==> config.mk <==
export PLATFORM = sky130hd
export DESIGN_NAME = izoom_emit
export DESIGN_NICKNAME = d
export VERILOG_FILES = /design/src/design/izoom_pkg.sv /design/src/design/izoom_emit.sv
export VERILOG_INCLUDE_DIRS = /design/src /design/src/design
export SDC_FILE = /design/constraint.sdc
export NUM_CORES = 1
export LEC_CHECK = 0
export ABC_AREA = 1
export BUFFER_PORTS_ARGS = -buffer_cell sky130_fd_sc_hd__buf_2
export CORE_ASPECT_RATIO = 1.5
export CORE_MARGIN = 1.5
export CORE_UTILIZATION = 52
export DETAILED_ROUTE_END_ITERATION = 10
export GPL_ROUTABILITY_DRIVEN = 0
export PLACE_DENSITY = 0.89
export SYNTH_ARGS = -nofsm -noshare
export SYNTH_HDL_FRONTEND = slang
export SYNTH_SLANG_ARGS = --single-unit
==> constraint.sdc <==
create_clock -name aclk -period 3.29 [get_ports aclk]
set_input_delay 0.1645 -clock aclk [delete_from_list [all_inputs] [get_ports aclk]]
set_output_delay 0.1645 -clock aclk [all_outputs]
set_load 0.05 [all_outputs]
==> src/design/integer_pixel_zoom_assert.svh <==
// Assertion macros used by the integer pixel zoom emit module.
`ifndef INTEGER_PIXEL_ZOOM_ASSERT_SVH
`define INTEGER_PIXEL_ZOOM_ASSERT_SVH

// Consequent must hold in the same cycle as the antecedent.
`define IZ_ASSERT_IMP(label, clk, rstn, ante, cons) \
    label: assert property (@(posedge clk) disable iff (!rstn) (ante) |-> (cons)) \
        else $error("integer_pixel_zoom: assertion failed");

// Consequent must hold in the cycle after the antecedent.
`define IZ_ASSERT_NXT(label, clk, rstn, ante, cons) \
    label: assert property (@(posedge clk) disable iff (!rstn) (ante) |=> (cons)) \
        else $error("integer_pixel_zoom: assertion failed");

`endif

==> src/design/izoom_pkg.sv <==
// Shared types and constants of the integer pixel zoom.
`timescale 1ns / 1ps

package izoom_pkg;

    localparam int PIX_W      = 8;
    localparam int FACTOR_W   = 4;
    localparam int SIZE_W     = 11;
    localparam int CFG_IDX_W  = 3;
    localparam int CFG_DATA_W = 11;
    localparam int USER_W     = 3;

    localparam logic [CFG_IDX_W-1:0] REG_SHRINK       = 3'd0;
    localparam logic [CFG_IDX_W-1:0] REG_FACTOR_X     = 3'd1;
    localparam logic [CFG_IDX_W-1:0] REG_FACTOR_Y     = 3'd2;
    localparam logic [CFG_IDX_W-1:0] REG_FILL_GAPS    = 3'd3;
    localparam logic [CFG_IDX_W-1:0] REG_ROW_WIDTH    = 3'd4;
    localparam logic [CFG_IDX_W-1:0] REG_FRAME_HEIGHT = 3'd5;

    // Effective mode after clamping the factor registers.
    typedef struct packed {
        logic                shrink;
        logic                fill;
        logic [FACTOR_W-1:0] fx;
        logic [FACTOR_W-1:0] fy;
    } zoom_mode_t;

    // One accepted item turned into a run of output words.
    typedef struct packed {
        logic [PIX_W-1:0]    pixel;
        logic [FACTOR_W-1:0] count;
        logic                use_mem;
        logic                holes;
        logic                status;
        logic                eor;
        logic                eof;
    } job_t;

endpackage

==> src/design/izoom_emit.sv <==
// Job register that expands one item into its run of words, and the output register.
`timescale 1ns / 1ps

module izoom_emit (
    input  logic                         aclk,
    input  logic                         aresetn,
    input  logic                         job_load,
    input  izoom_pkg::job_t              job_in,
    input  logic [izoom_pkg::PIX_W-1:0]  mem_rdata,
    output logic                         slot_free,
    output logic                         m_tvalid,
    input  logic                         m_tready,
    output logic [izoom_pkg::PIX_W-1:0]  m_tdata,
    output logic                         m_tlast,
    output logic [izoom_pkg::USER_W-1:0] m_tuser
);
    import izoom_pkg::*;
    `include "integer_pixel_zoom_assert.svh"

    logic              job_valid_reg;
    job_t              job_reg;
    logic              first_reg;
    logic              out_valid_reg;
    logic [PIX_W-1:0]  out_pix_reg;
    logic              out_last_reg;
    logic [USER_W-1:0] out_user_reg;

    logic             out_free, step, final_step;
    logic [PIX_W-1:0] base_pix, word_pix;

    assign out_free   = !out_valid_reg || m_tready;
    assign step       = job_valid_reg && out_free;
    assign final_step = step && job_reg.count == FACTOR_W'(1);
    assign slot_free  = !job_valid_reg || final_step;

    // Read data stays put until the next item is taken, which is never
    // before the last word of the current run has left.
    assign base_pix = job_reg.use_mem ? mem_rdata : job_reg.pixel;
    assign word_pix = (job_reg.holes && !first_reg) ? '0 : base_pix;

    always_ff @(posedge aclk) begin
        if (!aresetn) begin
            job_valid_reg <= 1'b0;
            out_valid_reg <= 1'b0;
        end else begin
            if (step) begin
                out_valid_reg <= 1'b1;
            end else if (m_tready) begin
                out_valid_reg <= 1'b0;
            end
            if (job_load) begin
                job_valid_reg <= 1'b1;
            end else if (final_step) begin
                job_valid_reg <= 1'b0;
            end
        end
    end

    always_ff @(posedge aclk) begin
        if (job_load) begin
            job_reg   <= job_in;
            first_reg <= 1'b1;
        end else if (step) begin
            job_reg.count <= job_reg.count - FACTOR_W'(1);
            first_reg     <= 1'b0;
        end
        if (step) begin
            out_pix_reg  <= word_pix;
            out_last_reg <= job_reg.count == FACTOR_W'(1);
            out_user_reg <= {job_reg.status,
                             job_reg.eof && job_reg.count == FACTOR_W'(1),
                             job_reg.eor && job_reg.count == FACTOR_W'(1)};
        end
    end

    assign m_tvalid = out_valid_reg;
    assign m_tdata  = out_pix_reg;
    assign m_tlast  = out_last_reg;
    assign m_tuser  = out_user_reg;

    `IZ_ASSERT_IMP(a_load_when_free, aclk, aresetn, job_load, slot_free)
    `IZ_ASSERT_IMP(a_job_nonempty, aclk, aresetn, job_valid_reg, job_reg.count != '0)
    `IZ_ASSERT_IMP(a_status_alone, aclk, aresetn, out_valid_reg && out_user_reg[2], out_last_reg && out_user_reg[1:0] == '0)
    `IZ_ASSERT_IMP(a_eof_in_eor, aclk, aresetn, out_valid_reg && out_user_reg[1], out_user_reg[0] && out_last_reg)
    `IZ_ASSERT_NXT(a_final_frees, aclk, aresetn, final_step && !job_load, !job_valid_reg)

endmodule

# Word level (Yosys, flattened, before mapping)
# Cells that the tools add are included.
[totals] reg_bits=32 latchBits=0 mem_bits_rw=0 romBits=0 output_inout_bits=14 wordCells=35 memories=0
[classes] add_sub_neg=1 multipliers=0 div_mod_pow=0 order_cmp=0 eq_ne=1 shifts=0 mux=7 n_bitwise=0 n_reduce_logical=13
[op_table] op="$mux W4" n=2
[op_table] op="$mux W8" n=1
[op_table] op="$reduce_bool A2 Y1" n=3
[op_table] op="$logic_and A1 B1 Y1" n=5
[op_table] op="$eq A4 B1 Y1 const B" n=1
[op_table] op="$mux W1" n=4
[op_table] op="$sub A4 B1 Y4 const B" n=1
[op_table] op="$logic_not A1 Y1" n=3
[op_table] op="$logic_or A1 B1 Y1" n=2

# Logic depth before layout (Yosys ltp)
[depth] word_depth=6 mapped_depth=5

# Worst setup path before layout
# Ideal clock, no wire load.
[synth_timing] kind="register -> register" from="reg out_valid_reg, in the netlist m_tvalid" to="reg out_pix_reg[0], in the netlist m_tdata[0] (enable)" t_arrival_ns=1.082 t_required_ns=2.996 path_slack_ns=1.914 path_stages_with_launch=4 n_path_buf=0 period_less_slack_ns=1.376 path_cell_list="dfxtp_1 -> nand2_1 -> nand2_1 -> inv_1"
[synth_via] elab_chain_len=3
[synth_lines] element="from (decl)" line="izoom_emit.sv:23" text="logic out_valid_reg;"
[synth_lines] element="from (signal assigned)" line="izoom_emit.sv:44" text="out_valid_reg <= 1'b0;"
[synth_lines] element="from (signal assigned)" line="izoom_emit.sv:47" text="out_valid_reg <= 1'b1;"
[synth_lines] element="from (signal assigned)" line="izoom_emit.sv:49" text="out_valid_reg <= 1'b0;"
[synth_lines] element="$logic_not A1 Y1" line="izoom_emit.sv:31" text="assign out_free = !out_valid_reg || m_tready;"
[synth_lines] element="$logic_or A1 B1 Y1" line="izoom_emit.sv:31"
[synth_lines] element="$logic_and A1 B1 Y1" line="izoom_emit.sv:32" text="assign step = job_valid_reg && out_free;"
[synth_lines] element="via step" line="izoom_emit.sv:28" text="logic out_free, step, final_step;"
[synth_lines] element="to (signal assigned)" line="izoom_emit.sv:68" text="out_pix_reg <= word_pix;"
[synth_lines] element="to (decl)" line="izoom_emit.sv:24" text="logic [PIX_W-1:0] out_pix_reg;"
# The timed path passes the listed nets, and every way through them passes these cells.
# A chain may end at the register's enable or synchronous reset.

# Worst setup path in the final report
[layout_timing] from="reg job_reg[6] in the netlist's numbering" to="out slot_free"
[layout_via] elab_chain_len=3
[layout_lines] element="from (decl)" line="izoom_emit.sv:21" text="job_t job_reg;"
[layout_lines] element="from (signal assigned)" line="izoom_emit.sv:61" text="job_reg <= job_in;"
[layout_lines] element="$eq A4 B1 Y1" line="izoom_emit.sv:33" text="assign final_step = step && job_reg.count == FACTOR_W'(1);"
[layout_lines] element="$logic_and A1 B1 Y1" line="izoom_emit.sv:33"
[layout_lines] element="$logic_or A1 B1 Y1" line="izoom_emit.sv:34" text="assign slot_free = !job_valid_reg || final_step;"
[layout_lines] element="to (decl)" line="izoom_emit.sv:10" text="output logic slot_free,"
# No other way between the ends.

==> impl_metrics.json <==
{
  "status": "finished clean",
  "clock_path_buffers": 2,
  "fin_crit_ns": 1.626,
  "setup_tns_ns": 0,
  "layout_commonest_cell": "buf_2",
  "gr-usage-met2_pct": 32.46,
  "viasPerCell": 4.846,
  "grt_use_met1_pct": 18.22,
  "hold_slack_ns": 0.01738,
  "irDropWorstVdd_mv": 0.3732,
  "fmax_mhz": 615.1,
  "synthSimpleGateAreaFrac_pct": 12.55,
  "finalHoldViolations": 0,
  "final_cell_mix": "buf_2, edfxtp_1, nand2_1",
  "post-place-ws_ns": 2.048,
  "vias": 882,
  "gr-total-overflow": 0,
  "path_cells": "inv_1 > ha_1 > nand3_2 > nand2_2 > buf_2",
  "cp-end-kind": "output pin",
  "syn_avg_cell_area_sq_um": 12.69,
  "start_util_pct": 55.59,
  "grt_max_degree": 22,
  "wire_per_inst_um": 12.05,
  "synth-compound-area-share_pct": 5.478,
  "fin_nets": 189,
  "startpoint_type": "flop",
  "ys_ff_latch": 32,
  "place_inst": 163,
  "synth-xor-area-share_pct": 0.6972,
  "worst-setup-path-type": "flop to output pin",
  "clk_pin_slew_ns": 0.10,
  "post-dp-hpwl_um": 1508,
  "route.detailed.drc": 0,
  "rsz0062_at_grt": "false",
  "die_area_sq_um": 2726,
  "cp_max_fo": 4,
  "numCtsBuffers": 5,
  "cts_tree": "yes",
  "cts_resized": 0,
  "fin_crit_sh_pct": 49.41,
  "hp-class": "input port to flop",
  "postLayoutSetupSlackWorst_ns": 1.664,
  "wirelength_um": 2194,
  "power_density_nw_per_um2": 576.5,
  "maxSlewViolCount": 0,
  "cp_slowest_cell": "edfxtp_1",
  "critical_path_arrival_ns": 1.46,
  "synthAdderAreaFrac_pct": 1.992,
  "rows": 21,
  "num_antenna_cells": 0,
  "firstDrtPassIters": 4,
  "maxSlewHeadroom_pct": 71.37,
  "ios": 43,
  "clkLatencyLatePin_ns": 0.33,
  "antenna_found_initial": 0,
  "grt_pass1_vias": 877,
  "finalNonFillerCells": 182,
  "die_y_um": 63.20,
  "drive_above_1_share_pct": 35.85,
  "io_buffers": 42,
  "ant_nets": 0,
  "area_growth_pct": 34.46,
  "grtUsageTotal_pct": 18.66,
  "tightest_slew_ns": 0.4290,
  "largest_register_ffs": 17,
  "ys_seq_area_share_pct": 74.10,
  "drtIter0Drc": 22,
  "max_stage_delay_ns": 0.39,
  "core-area_sq_um": 2260,
  "yosysWarnings": 0,
  "top_usage_layer": "met2",
  "syn_area_sq_um": 1256,
  "crit_family": "flip-flops",
  "muxShareOfSynthArea_pct": 0,
  "r2r_setup_slack_ns": 2.04,
  "maxCapViolCount": 0,
  "cts-root-buf": "clkbuf_4",
  "htree_levels": 2,
  "synth_top_family_by_area": "simple AND/OR/NAND/NOR gates",
  "clock_skew_ns": 0.01057,
  "setup_viol": 0,
  "netlist_instances": 99,
  "grtUsageMet3_pct": 6.017,
  "cts.sinks": 32,
  "critPathBufInv": 2,
  "grt_pass1_wl_um": 3622,
  "p_leak_nw": 0.7652,
  "die_w_um": 43.13,
  "syn-num-nets": 130,
  "crit_required_ns": 3.13,
  "post-route-util_pct": 74.75,
  "synth_cell_types": 19
}
-- through the flow --
stage / area (sq um) / power (mW)
3_3_place_gp: 1484 / 0.6363
3_5_place_dp: 1484 / 0.6426
2_1_floorplan: 1256 / 0.6009
6_report: 1689 / 0.9737
4_1_cts: 1689 / 0.9796
5_1_grt: 1689 / 1.015
-- metal layers --
metal / wire [um] / up-vias
li1: - / 450
met1: 799 / 396
met2: 1207 / 31
met3: 143 / 5
met4: 44 / 0
met5: 0 / -
-- cell usage after synthesis, drive strengths merged --
cell type / number / area share [%]
ha: 2 / 2.0
clkinv: 1 / 0.70
nand4: 1 / 0.50
o21ai: 3 / 1.2
buf: 1 / 0.90
inv: 12 / 3.6
xnor2: 1 / 0.70
nand3: 3 / 1.6
nor2: 4 / 1.6
dfxtp: 3 / 4.8
a21oi: 10 / 4.3
nand2: 29 / 8.9
edfxtp: 29 / 69
-- layout make-up --
cell class	instances	area (sq um)
Clock inverter	1	30.03
Fill cell	150	570.5
Tap cell	23	28.78
Multi-Input combinational cell	53	260.3
Sequential cell	32	930.9
Inverter	13	53.80
Clock buffer	7	65.06
Timing Repair Buffer	53	320.3
-- what timing repair did --
action	in CTS	in global routing
hold endpoints to repair	11	0
hold buffers	11	0
buffers inserted	0	0
-- worst paths after layout --
check / end / cells past startpoint / from
setup reg to reg: m_tdata[6]$_SDFFCE_PP0P_ / 3 / m_tvalid$_SDFFE_PN0P_
setup / recovery: slot_free / 5 / job_reg[6]$_DFFE_PP_
hold reg to reg: m_tuser[2]$_DFFE_PP_ / 0 / job_reg[2]$_DFFE_PP_
hold / removal: job_reg[2]$_DFFE_PP_ / 1 / job_in[2]
-- power breakdown --
| part | total (mW) | internal [mW] | switching (mW) |
|---|---|---|---|
| Sequential | 0.499 | 0.485 | 0.0147 |
| Clock | 0.331 | 0.202 | 0.129 |
| Combinational | 0.143 | 0.0486 | 0.0948 |
-- logic make-up after synthesis --
family,count (synthesis)
xor gates and xnor gates,1
buffers and inverters,14
and+or+nand+nor,37
AOI/OAI and AO/OA,13
adders and majority gates,2
DFF,32
(Power assumes the default switching activity.)
