$ cat src/design/integer_pixel_zoom_assert.svh
// Assertion macros used by the integer pixel zoom emit module.
`ifndef INTEGER_PIXEL_ZOOM_ASSERT_SVH
`define INTEGER_PIXEL_ZOOM_ASSERT_SVH

// Consequent must hold in the same cycle as the antecedent.
`define IZ_ASSERT_IMP(label, clk, rstn, ante, cons) \
    label: assert property (@(posedge clk) disable iff (!rstn) (ante) |-> (cons)) \
        else $error("integer_pixel_zoom: assertion failed");

// Consequent must hold in the cycle after the antecedent.
`define IZ_ASSERT_NXT(label, clk, rstn, ante, cons) \
    label: assert property (@(posedge clk) disable iff (!rstn) (ante) |=> (cons)) \
        else $error("integer_pixel_zoom: assertion failed");

`endif

$ cat src/design/izoom_pkg.sv
// Shared types and constants of the integer pixel zoom.
`timescale 1ns / 1ps

package izoom_pkg;

    localparam int PIX_W      = 8;
    localparam int FACTOR_W   = 4;
    localparam int SIZE_W     = 11;
    localparam int CFG_IDX_W  = 3;
    localparam int CFG_DATA_W = 11;
    localparam int USER_W     = 3;

    localparam logic [CFG_IDX_W-1:0] REG_SHRINK       = 3'd0;
    localparam logic [CFG_IDX_W-1:0] REG_FACTOR_X     = 3'd1;
    localparam logic [CFG_IDX_W-1:0] REG_FACTOR_Y     = 3'd2;
    localparam logic [CFG_IDX_W-1:0] REG_FILL_GAPS    = 3'd3;
    localparam logic [CFG_IDX_W-1:0] REG_ROW_WIDTH    = 3'd4;
    localparam logic [CFG_IDX_W-1:0] REG_FRAME_HEIGHT = 3'd5;

    // Effective mode after clamping the factor registers.
    typedef struct packed {
        logic                shrink;
        logic                fill;
        logic [FACTOR_W-1:0] fx;
        logic [FACTOR_W-1:0] fy;
    } zoom_mode_t;

    // One accepted item turned into a run of output words.
    typedef struct packed {
        logic [PIX_W-1:0]    pixel;
        logic [FACTOR_W-1:0] count;
        logic                use_mem;
        logic                holes;
        logic                status;
        logic                eor;
        logic                eof;
    } job_t;

endpackage

$ cat src/design/izoom_seq.sv
// Position counters and per-item decisions; drives the line store and the job queue.
`timescale 1ns / 1ps

module izoom_seq #(
    parameter int MAX_WIDTH  = 1024,
    parameter int MAX_HEIGHT = 1024,
    parameter int MAX_FACTOR = 8,
    parameter int WW = $clog2(MAX_WIDTH + 1),
    parameter int HW = $clog2(MAX_HEIGHT + 1),
    parameter int CW = $clog2(MAX_WIDTH)
) (
    input  logic                        aclk,
    input  logic                        aresetn,
    input  izoom_pkg::zoom_mode_t       mode,
    input  logic [WW-1:0]               w_eff,
    input  logic [HW-1:0]               h_eff,
    input  logic                        in_fire,
    input  logic                        in_op,
    input  logic [izoom_pkg::PIX_W-1:0] in_pix,
    output logic                        mem_en,
    output logic                        mem_we,
    output logic [CW-1:0]               mem_addr,
    output logic [izoom_pkg::PIX_W-1:0] mem_wdata,
    output logic                        job_load,
    output izoom_pkg::job_t             job
);
    import izoom_pkg::*;

    localparam int RW = $clog2(MAX_HEIGHT);
    localparam int PW = $clog2(MAX_FACTOR);
    localparam int SW = ((WW > HW) ? WW : HW) + 2;

    logic [CW-1:0] column_count_reg, column_count_next;
    logic [RW-1:0] row_count_reg, row_count_next;
    logic [PW-1:0] x_phase_reg, x_phase_next;
    logic [PW-1:0] y_phase_reg, y_phase_next;
    logic [PW-1:0] repeats_left_reg, repeats_left_next;
    logic [CW-1:0] replay_position_reg, replay_position_next;

    logic          last_row, last_col, replay_last_col, seq_error, keep;
    logic [RW-1:0] row_adv;
    logic [PW-1:0] y_phase_adv, x_phase_adv;
    logic [SW-1:0] col_ext, row_ext, fx_ext, fy_ext, w_ext, h_ext;

    assign col_ext = SW'(column_count_reg);
    assign row_ext = SW'(row_count_reg);
    assign fx_ext  = SW'(mode.fx);
    assign fy_ext  = SW'(mode.fy);
    assign w_ext   = SW'(w_eff);
    assign h_ext   = SW'(h_eff);

    assign last_row        = row_ext + SW'(1) >= h_ext;
    assign last_col        = col_ext + SW'(1) >= w_ext;
    assign replay_last_col = SW'(replay_position_reg) + SW'(1) >= w_ext;
    assign seq_error       = (!in_op && repeats_left_reg != '0) ||
                             (in_op && repeats_left_reg == '0);
    // Only the origin of a complete block survives decimation.
    assign keep = x_phase_reg == '0 && y_phase_reg == '0 &&
                  col_ext + fx_ext <= w_ext && row_ext + fy_ext <= h_ext;

    // Values for the start of the next input row, and the x phase for the next column.
    assign row_adv     = last_row ? '0 : row_count_reg + RW'(1);
    assign y_phase_adv = (last_row || SW'(y_phase_reg) + SW'(1) >= fy_ext) ?
                         '0 : y_phase_reg + PW'(1);
    assign x_phase_adv = (SW'(x_phase_reg) + SW'(1) >= fx_ext) ?
                         '0 : x_phase_reg + PW'(1);

    always_comb begin
        column_count_next    = column_count_reg;
        row_count_next       = row_count_reg;
        x_phase_next         = x_phase_reg;
        y_phase_next         = y_phase_reg;
        repeats_left_next    = repeats_left_reg;
        replay_position_next = replay_position_reg;
        job                  = '0;
        mem_en               = 1'b0;
        mem_we               = 1'b0;
        mem_addr             = column_count_reg;
        mem_wdata            = in_pix;

        if (seq_error) begin
            job.count  = FACTOR_W'(1);
            job.status = 1'b1;
        end else if (!in_op) begin
            mem_en = 1'b1;
            mem_we = 1'b1;
            if (!mode.shrink) begin
                job.pixel = in_pix;
                job.count = mode.fx;
                job.holes = !mode.fill;
                job.eor   = last_col;
                job.eof   = last_col && mode.fy == FACTOR_W'(1) && last_row;
            end else if (keep) begin
                job.pixel = in_pix;
                job.count = FACTOR_W'(1);
                job.eor   = col_ext + (fx_ext << 1) > w_ext;
                job.eof   = job.eor && (row_ext + (fy_ext << 1) > h_ext);
            end
            if (last_col) begin
                column_count_next = '0;
                x_phase_next      = '0;
                if (!mode.shrink && mode.fy > FACTOR_W'(1)) begin
                    repeats_left_next    = PW'(mode.fy - FACTOR_W'(1));
                    replay_position_next = '0;
                end else begin
                    row_count_next = row_adv;
                    y_phase_next   = y_phase_adv;
                end
            end else begin
                column_count_next = column_count_reg + CW'(1);
                x_phase_next      = x_phase_adv;
            end
        end else begin
            mem_en    = 1'b1;
            mem_addr  = replay_position_reg;
            job.count = mode.fx;
            // Without fill the replayed rows are all holes.
            job.use_mem = mode.fill;
            job.eor   = replay_last_col;
            job.eof   = replay_last_col && repeats_left_reg == PW'(1) && last_row;
            if (replay_last_col) begin
                replay_position_next = '0;
                repeats_left_next    = repeats_left_reg - PW'(1);
                if (repeats_left_reg == PW'(1)) begin
                    row_count_next = row_adv;
                    y_phase_next   = y_phase_adv;
                end
            end else begin
                replay_position_next = replay_position_reg + CW'(1);
            end
        end

        if (!in_fire) begin
            mem_en = 1'b0;
            mem_we = 1'b0;
        end
    end

    assign job_load = in_fire && job.count != '0;

    always_ff @(posedge aclk) begin
        if (!aresetn) begin
            column_count_reg    <= '0;
            row_count_reg       <= '0;
            x_phase_reg         <= '0;
            y_phase_reg         <= '0;
            repeats_left_reg    <= '0;
            replay_position_reg <= '0;
        end else if (in_fire) begin
            column_count_reg    <= column_count_next;
            row_count_reg       <= row_count_next;
            x_phase_reg         <= x_phase_next;
            y_phase_reg         <= y_phase_next;
            repeats_left_reg    <= repeats_left_next;
            replay_position_reg <= replay_position_next;
        end
    end

endmodule

$ cat config.mk
export PLATFORM = sky130hd
export DESIGN_NAME = izoom_seq
export DESIGN_NICKNAME = d
export VERILOG_FILES = /design/src/design/integer_pixel_zoom_assert.svh /design/src/design/izoom_pkg.sv /design/src/design/izoom_seq.sv
export SDC_FILE = /design/constraint.sdc
export NUM_CORES = 1
export LEC_CHECK = 0
export BUFFER_PORTS_ARGS = -buffer_cell sky130_fd_sc_hd__buf_2
export CAP_MARGIN = 10
export CORE_MARGIN = 1.5
export CORE_UTILIZATION = 60
export CTS_CLUSTER_SIZE = 16
export DETAILED_ROUTE_END_ITERATION = 8
export GPL_TIMING_DRIVEN = 0
export PLACE_DENSITY_LB_ADDON = 0.1
export SLEW_MARGIN = 20
export SYNTH_ARGS = -nofsm -noshare
export SYNTH_HDL_FRONTEND = slang
export SYNTH_SLANG_ARGS = --single-unit
$ cat constraint.sdc
create_clock -name aclk -period 4.8 [get_ports aclk]
set_input_delay 0.24 -clock aclk [delete_from_list [all_inputs] [get_ports aclk]]
set_output_delay 0.24 -clock aclk [all_outputs]
set_load 0.005 [all_outputs]
======== After elaboration in Yosys (flattened, before gate mapping) ========
Index checks and enable logic that the tools add are counted.
word-level totals
  register bits ........................... 39
  input port bits ......................... 44
  output and inout bits ................... 38
  word-level logic and storage cells ...... 112
operators by class
  $add $sub $neg .......................... 16
  order comparisons ....................... 10
  equal/unequal tests ..................... 5
  multiplexer cells ....................... 45
  bitwise operators ....................... 2
  reductions and logical operators ........ 28
operators by type and width
  cell                                                           count
  two-way mux 10 bit                                             13
  two-way mux 3 bit                                              12
  adder 10 x 1 -> 11 bit, second input constant                  3
  greater-or-equal comparator 11 bit                             3
  adder 10 x 1 -> 10 bit, second input constant                  3
  two-way mux 12 bit                                             2
  adder 10 x 4 -> 11 bit                                         2
  adder 10 x 5 -> 11 bit                                         2
  greater-than comparator 11 bit                                 2
  less-or-equal comparator 11 bit                                2
  two-way mux 8 bit                                              2
  logical AND 1 bit                                              12
  two-way mux 2 bit                                              5
  logical NOT 3 bit                                              3
  two-way mux 1 bit                                              9
  adder 3 x 1 -> 4 bit, second input constant                    2
  greater-or-equal comparator 4 bit                              2
  two-way mux 4 bit                                              2
  adder 3 x 1 -> 3 bit, second input constant                    2
  AND reduction 6 bit                                            1
  subtractor 3 x 1 -> 3 bit, second input constant               2
  AND reduction 5 bit                                            1
  equality test 4 x 1 -> 1 bit, second input constant            1
  greater-than comparator 4 x 1 -> 1 bit, second input constant  1
  11 further kinds                                               17

======== Longest topological paths before layout ========
Gate-level depths: netlist of the first run.
  word-level depth ........................ 10
  gate-level depth with buffers ........... 17

======== Least setup slack after synthesis of the first run ========
No wires, ideal clock.
  path kind ............................... flip-flop to output port
  start ................................... register column_count_reg[0]
  end ..................................... output port job[10] (netlist name)
  data arrival time ....................... 3,263 ps
  data required time ...................... 4,560 ps
  path slack .............................. 1,297 ps
  cell stages (with the launch flop) ...... 17
  cells stage by stage .................... dfxtp_1 ha_1 inv_1 fa_1 nor2b_1 o21ai_0 nand2b_1 nand3_1 nor2_1 xor2_1 ha_1 a21o_1 a21oi_1 nor2b_1 o41ai_1 a21oi_1 nor3b_1
RTL lines
  item                    RTL line          source
  from (decl)             izoom_seq.sv:33   logic [CW-1:0] column_count_reg, column_count_next;
  from (signal assigned)  izoom_seq.sv:150  column_count_reg <= column_count_next;
  to (decl)               izoom_seq.sv:25   output izoom_pkg::job_t job

==> results of run 1 <==
logic make-up after synthesis:
group                    Yosys count
adder cells (fa/ha/maj)          118
XOR/XNOR                          66
buffers and inverters             94
AND/OR/NAND/NOR                  237
flip-flops                        39
AO/OA/AOI/OAI                    140
multiplexers                      14
per-stage QoR:
step	instance area [sq um]	std cells
after floorplan	5600	708
after global placement	6140	900
after detailed placement	6140	900
after CTS	6250	907
after global routing	6260	907
final	6260	907
Yosys cell counts, types with 4 or more instances:
master | instances | share of area
nand3_1 | 31 | 0.028
nor2_1 | 55 | 0.037
buf_4 | 9 | 0.012
a211oi_1 | 8 | 0.011
nor3b_1 | 11 | 0.015
nand2b_1 | 11 | 0.012
nand3b_1 | 5 | 0.0067
mux2_2 | 8 | 0.016
a21oi_1 | 28 | 0.025
and3_1 | 15 | 0.017
and2_1 | 8 | 0.0089
dfxtp_1 | 39 | 0.14
xor2_1 | 29 | 0.045
o21ai_0 | 24 | 0.021
mux2i_1 | 6 | 0.011
nor3_1 | 10 | 0.0089
a21o_1 | 23 | 0.031
fa_1 | 4 | 0.014
o22ai_1 | 7 | 0.0078
clkbuf_1 | 24 | 0.016
o21a_1 | 7 | 0.0094
nand2_1 | 44 | 0.029
nand4_1 | 13 | 0.015
xnor2_1 | 37 | 0.058
inv_1 | 58 | 0.039
a21boi_0 | 8 | 0.011
ha_1 | 114 | 0.25
nor2b_1 | 24 | 0.027
layer usage:
metal,vias to the layer above,global-route usage,share of wire
met3,47,0.0190,0.032
met4,0,0.144,0.045
met2,147,0.557,0.50
met5,-,0,0
met1,2517,0.338,0.42
li1,2640,-,-
how the worst min path moves through the flow:
stage	startpoint	to	slack [ps]
6_report	aresetn	row_count_reg[5]	390
3_5_place_dp	y_phase_reg[1]	y_phase_reg[1]	500
2_1_floorplan	replay_position_reg[1]	replay_position_reg[1]	460
4_1_cts	aresetn	row_count_reg[5]	380
5_1_grt	aresetn	row_count_reg[5]	370
3_3_place_gp	x_phase_reg[1]	x_phase_reg[1]	480
critical path, delay by kind of cell (launching register included):
family	cells	cell delay [ps]
flip-flops	1	470
AO/OA/AOI/OAI	5	1260
buffers and inverters	2	210
adder cells (fa/ha/maj)	3	890
AND/OR/NAND/NOR	6	900
XOR/XNOR	1	180
area by class of cell:
type,instances,area (sq um)
clock inverters,2,37.5
well taps,111,139
clock buffers,5,68.8
multi-input cells,575,4440
repair buffers,81,405
flip-flops and latches,39,781
inverters,59,221
fillers,786,2890
plain buffers,35,174
power by group through the flow:
stage                     combinational [mW]  sequential, mW  clock [mW]
after floorplan                        0.148           0.337           0
after global placement                 0.224           0.339           0
after detailed placement               0.235           0.339           0
after CTS                              0.236           0.331       0.271
after global routing                   0.266           0.332       0.283
final                                  0.238           0.331       0.269
repair_timing:
| action | CTS | global route |
|---|---|---|
| resized for setup | 0 | 3 |
| hold endpoints to repair | 0 | 0 |
| buffers inserted | 0 | 0 |
| setup endpoints to repair | 0 | 9 |
==> impl_metrics.ini, run 1 <==
[worst_setup_path]
critical_path.reg2reg.startpoint = column_count_reg[2]
path_class = reg2out
rrSetupSlack_ps = 740
worst_setup_path_end_kind = output pin
crit_path_start_kind = register
timing.rr.end = row_count_reg[5]
crit_slowest_cell = o41ai_2
worst_setup_path_endpoint = job[1]
critical_path_s_largest_stage_delay_ps = 550
cp_data_arrival_time_ps = 4200
critPathMaxFanout = 8
worstPathRequired_ps = 4560
timing.critical_path.from = column_count_reg[0]
crit_path_cell_trace = ha_1 -> inv_1 -> fa_1 -> nor2b_1 -> o21ai_0 -> nand2b_1 -> nand3_1 -> nor2_1 -> xor2_1 -> ha_1 -> a21o_1 -> a21oi_1 -> nor2b_1 -> o41ai_2 -> nand3_1 -> a211oi_1 -> buf_2
ff2ff_path_depth = 14

[sta]
hold_ws_ps = 388
worst_setup_skew_after_layout_ps = 9.05
finalSetupViolCount = 0
final_critical_path_time_including_i_o_delays_and_setup_ps = 4440
slew-limit-headroom = 0.382
fmax_mhz = 225
portion_of_the_clock_cycle_consumed_by_the_worst_path_in_the_final_layout = 0.925
final_hold_viol_count = 0
worst-slew-pin-transition_ps = 926
final_max_slew_viol_count = 0
tns_ps = 0
final_critical_path_setup_slack_ps = 360
grt_setup_unrepaired = false

[clocking]
ctsRootBufferMaster = clkbuf_8
tritoncts_clock_tree = done
worstSkewPairLatency_ps = 300
ctsHoldBuffers = 0
ctsHtreeMaxLevel = 2
clock-sinks = 39
total_clock_buffers_created_by_cts = 5
path_clk_slew_ps = 80
ctsLongestPathBuffers = 2

[cells_and_area]
count_of_inserted_antenna_diode_cells = 0
layout.cells.most_common = ha_1
final_net_count = 958
fin_util = 0.684
area_delta_synth_final_pct = 11.8
post_route_cells_drive_above_1_share = 0.151
layout.cells.most_common_list = 114 x ha_1, 82 x buf_2, 58 x inv_1

[place]
port-buffer-count = 81
place_congestion = 0.901
dp_worst_setup_slack_ps = 461
detailed_place_hpwl_mm = 12.1

[global_routing]
grt_start_max_net_pins = 13
global_route.overflow_total = 0
grtUsageTotal = 0.296
grt_first_pass_wirelength_mm = 23.7
first_global_vias = 5106
initial_antenna_violation_count = 0

[synth]
synth_top_family_by_area = adder cells
synth_simple_gate_area_share = 0.218
synth_xor_xnor_area_share = 0.103
synthesis.area_sq_um = 5600
postSynthAreaPerCell_sq_um = 7.91
synth_seq_area_share = 0.139
synth-seq-cells = 39
asyncSetResetFlopFracSynth = 0
number_of_synthesized_flops_with_an_enable_pin = 0
yosys_warnings = 0
yosysUniqueCellTypes = 59
muxShareOfSynthArea = 0.0268
synth_compound_gate_area_share = 0.172
syn_inst = 708
postSynth.topFlopCell = dfxtp_1
syn-num-nets = 870
post_synth_fa_ha_maj_area_fraction = 0.269

[run_status]
outcome = finished, final reports clean

[power_and_ir_drop]
vdd_ir_drop_max_v = 0.0000956
clockPowerShare = 0.321
switching_share = 0.309
leakage_power_total_nw = 3.25
power.share.sequential = 0.395
power_density_nw_per_um2 = 134
internal-power_mw = 0.580
pwr-share-comb = 0.284
fin_total_pwr_mw = 0.838
power_switching_mw = 0.259

[floorplanning]
effective_utilization_at_floorplan = 0.612
dieArea_sq_um = 9920
num_io_pins = 82
core_sq_um = 9150
chipWidth_microns = 99.6
die_h_microns = 99.6
core.rowCount = 35

[detailed_routing]
avgViaCountPerCell = 5.90
drt_first_pass_iters = 5
drt_wl_total_mm = 14.6
drt.antenna.violating_nets = 0
remaining_drc_errors = 0
wl_per_cell_microns = 16.1
routed-via-count = 5351
drt-initial-drc-count = 223

[job]
drv_cap = 0

[min_path]
timing.hold.worst.class = in2reg
min_path_cells = 3
(Power assumes the default switching activity.)
==> inputs of run 2 (changes only) <==
==> constraint.sdc (replaced) <==
create_clock -name aclk -period 4.34 [get_ports aclk]
set_input_delay 0.217 -clock aclk [delete_from_list [all_inputs] [get_ports aclk]]
set_output_delay 0.217 -clock aclk [all_outputs]
set_load 0.005 [all_outputs]
==> impl_metrics.ini, run 2 (synthesized netlist as in run 1, its figures left out) <==
[detailed_routing]
drt.antenna.violating_nets = 0
wl_met1_mm = 6.18
remaining_drc_errors = 0
top_signal_layer_used = met4
routed-via-count = 5356
drt_wl_total_mm = 14.8
avgViaCountPerCell = 5.91
wl_per_cell_microns = 16.3
drt-initial-drc-count = 220
wire_length_on_met2_mm = 7.46
wl_met3_microns = 519
drt_first_pass_iters = 6

[power_and_ir_drop]
vdd_ir_drop_max_v = 0.000105
pwr-share-comb = 0.286
switching_share = 0.309
internal-power_mw = 0.643
leakage_power_total_nw = 3.25
power_density_nw_per_um2 = 147
power_switching_mw = 0.287
power.share.sequential = 0.394
clockPowerShare = 0.320

[run_status]
outcome = finished, final reports clean

[global_routing]
first_global_vias = 5109
initial_antenna_violation_count = 0
global_route.overflow_total = 0
grt_first_pass_wirelength_mm = 23.7
grt_start_max_net_pins = 13
grtUsageTotal = 0.297

[worst_setup_path]
worst_setup_path_end_kind = output pin
path_class = reg2out
worstPathRequired_ps = 4120
crit_slowest_cell = fa_1
cp_data_arrival_time_ps = 4040
crit_path_start_kind = register
critPathMaxFanout = 6
ff2ff_path_depth = 13
critical_path_s_largest_stage_delay_ps = 460
crit_path_cell_trace = inv_1 -> fa_1 -> nor2b_1 -> o21ai_0 -> nand2b_1 -> nand3_1 -> nor2_1 -> xor2_1 -> ha_1 -> a21o_1 -> a21oi_1 -> nor2b_1 -> o41ai_4 -> nand3_1 -> a211oi_1 -> buf_2

[floorplanning]
core.rowCount = 35
num_io_pins = 82
die_h_microns = 99.6
effective_utilization_at_floorplan = 0.612
dieArea_sq_um = 9920
chipWidth_microns = 99.6
core_sq_um = 9150

[cells_and_area]
area_delta_synth_final_pct = 12.6
final_net_count = 958
layout.cells.most_common = ha_1
fillers = 774
instances_no_fill = 907
post_route_cells_drive_above_1_share = 0.160
multiInputGateArea_sq_um = 4480
layout.cells.most_common_list = 114 x ha_1, 82 x buf_2, 58 x inv_1
seqCellArea_sq_um = 783
count_of_inserted_antenna_diode_cells = 0

[place]
dp.cells = 900
detailed_place_hpwl_mm = 12.1
place_congestion = 0.901
port-buffer-count = 81

[clocking]
ctsLongestPathBuffers = 2
ctsHtreeMaxLevel = 2
clock-sinks = 39
tritoncts_clock_tree = done
ctsHoldBuffers = 0
worstSkewPairLatency_ps = 300
post_cts_buffers = 0
ctsRootBufferMaster = clkbuf_8
total_clock_buffers_created_by_cts = 5
cts_repair_resize_count = 3
path_clk_slew_ps = 80

[sta]
final_max_slew_viol_count = 0
portion_of_the_clock_cycle_consumed_by_the_worst_path_in_the_final_layout = 0.980
final_critical_path_time_including_i_o_delays_and_setup_ps = 4250
worst_setup_skew_after_layout_ps = 8.06
worst-slew-pin-transition_ps = 669
tns_ps = 0
final_hold_viol_count = 0
finalSetupViolCount = 0
fmax_mhz = 235
slew-limit-headroom = 0.553
grt_setup_unrepaired = true

[min_path]
timing.hold.worst.class = in2reg
min_path_cells = 3

[job]
drv_cap = 0
[run 2: layout make-up]
type                            count  area share
Multi-Input combinational cell    575       0.710
Sequential cell                    39       0.124
Timing Repair Buffer               81      0.0643
Inverter                           59      0.0351
Buffer                             35      0.0276
Tap cell                          111      0.0220
Clock buffer                        5      0.0109
Clock inverter                      2     0.00595
[run 2: worst paths after layout]
path	endpoint	slack (ps)	from
max reg2reg	replay_position_reg[5]	420	column_count_reg[2]
max	job[1]	90	column_count_reg[1]
min	row_count_reg[5]	370	aresetn
min reg2reg	repeats_left_reg[1]	510	repeats_left_reg[1]
[run 2: power groups by stage]
stage | Clock (mW) | Sequential (mW) | Combinational [mW]
2_1_floorplan | 0 | 0.373 | 0.164
3_3_place_gp | 0 | 0.374 | 0.247
3_5_place_dp | 0 | 0.375 | 0.260
4_1_cts | 0.299 | 0.366 | 0.262
5_1_grt | 0.313 | 0.367 | 0.297
6_report | 0.298 | 0.367 | 0.266
[run 2: per-layer routing]
layer	up-vias	track usage
met2	143	0.557
li1	2644	-
met4	0	0.144
met5	-	0
met1	2532	0.339
met3	37	0.0190
[run 2: stage by stage]
stage	power, mW	instance area (sq um)	setup WS (ps)	hold slack (ps)	util
final	0.930	6310	87.6	367	0.689
after floorplan	0.537	5600	860	445	-
after global routing	0.977	6310	-8.24	348	0.689
after CTS	0.927	6260	11.4	360	0.684
after global placement	0.622	6140	151	483	0.671
after detailed placement	0.634	6140	23.9	500	0.671
[run 2: critical path, delay by kind of cell (launching register included)]
kind,cells,cell delay (ps)
AND/OR/NAND/NOR,6,910
AO/OA/AOI/OAI,5,1130
XOR/XNOR,1,170
buffers and inverters,2,350
adder cells (fa/ha/maj),2,730
flip-flops,1,450
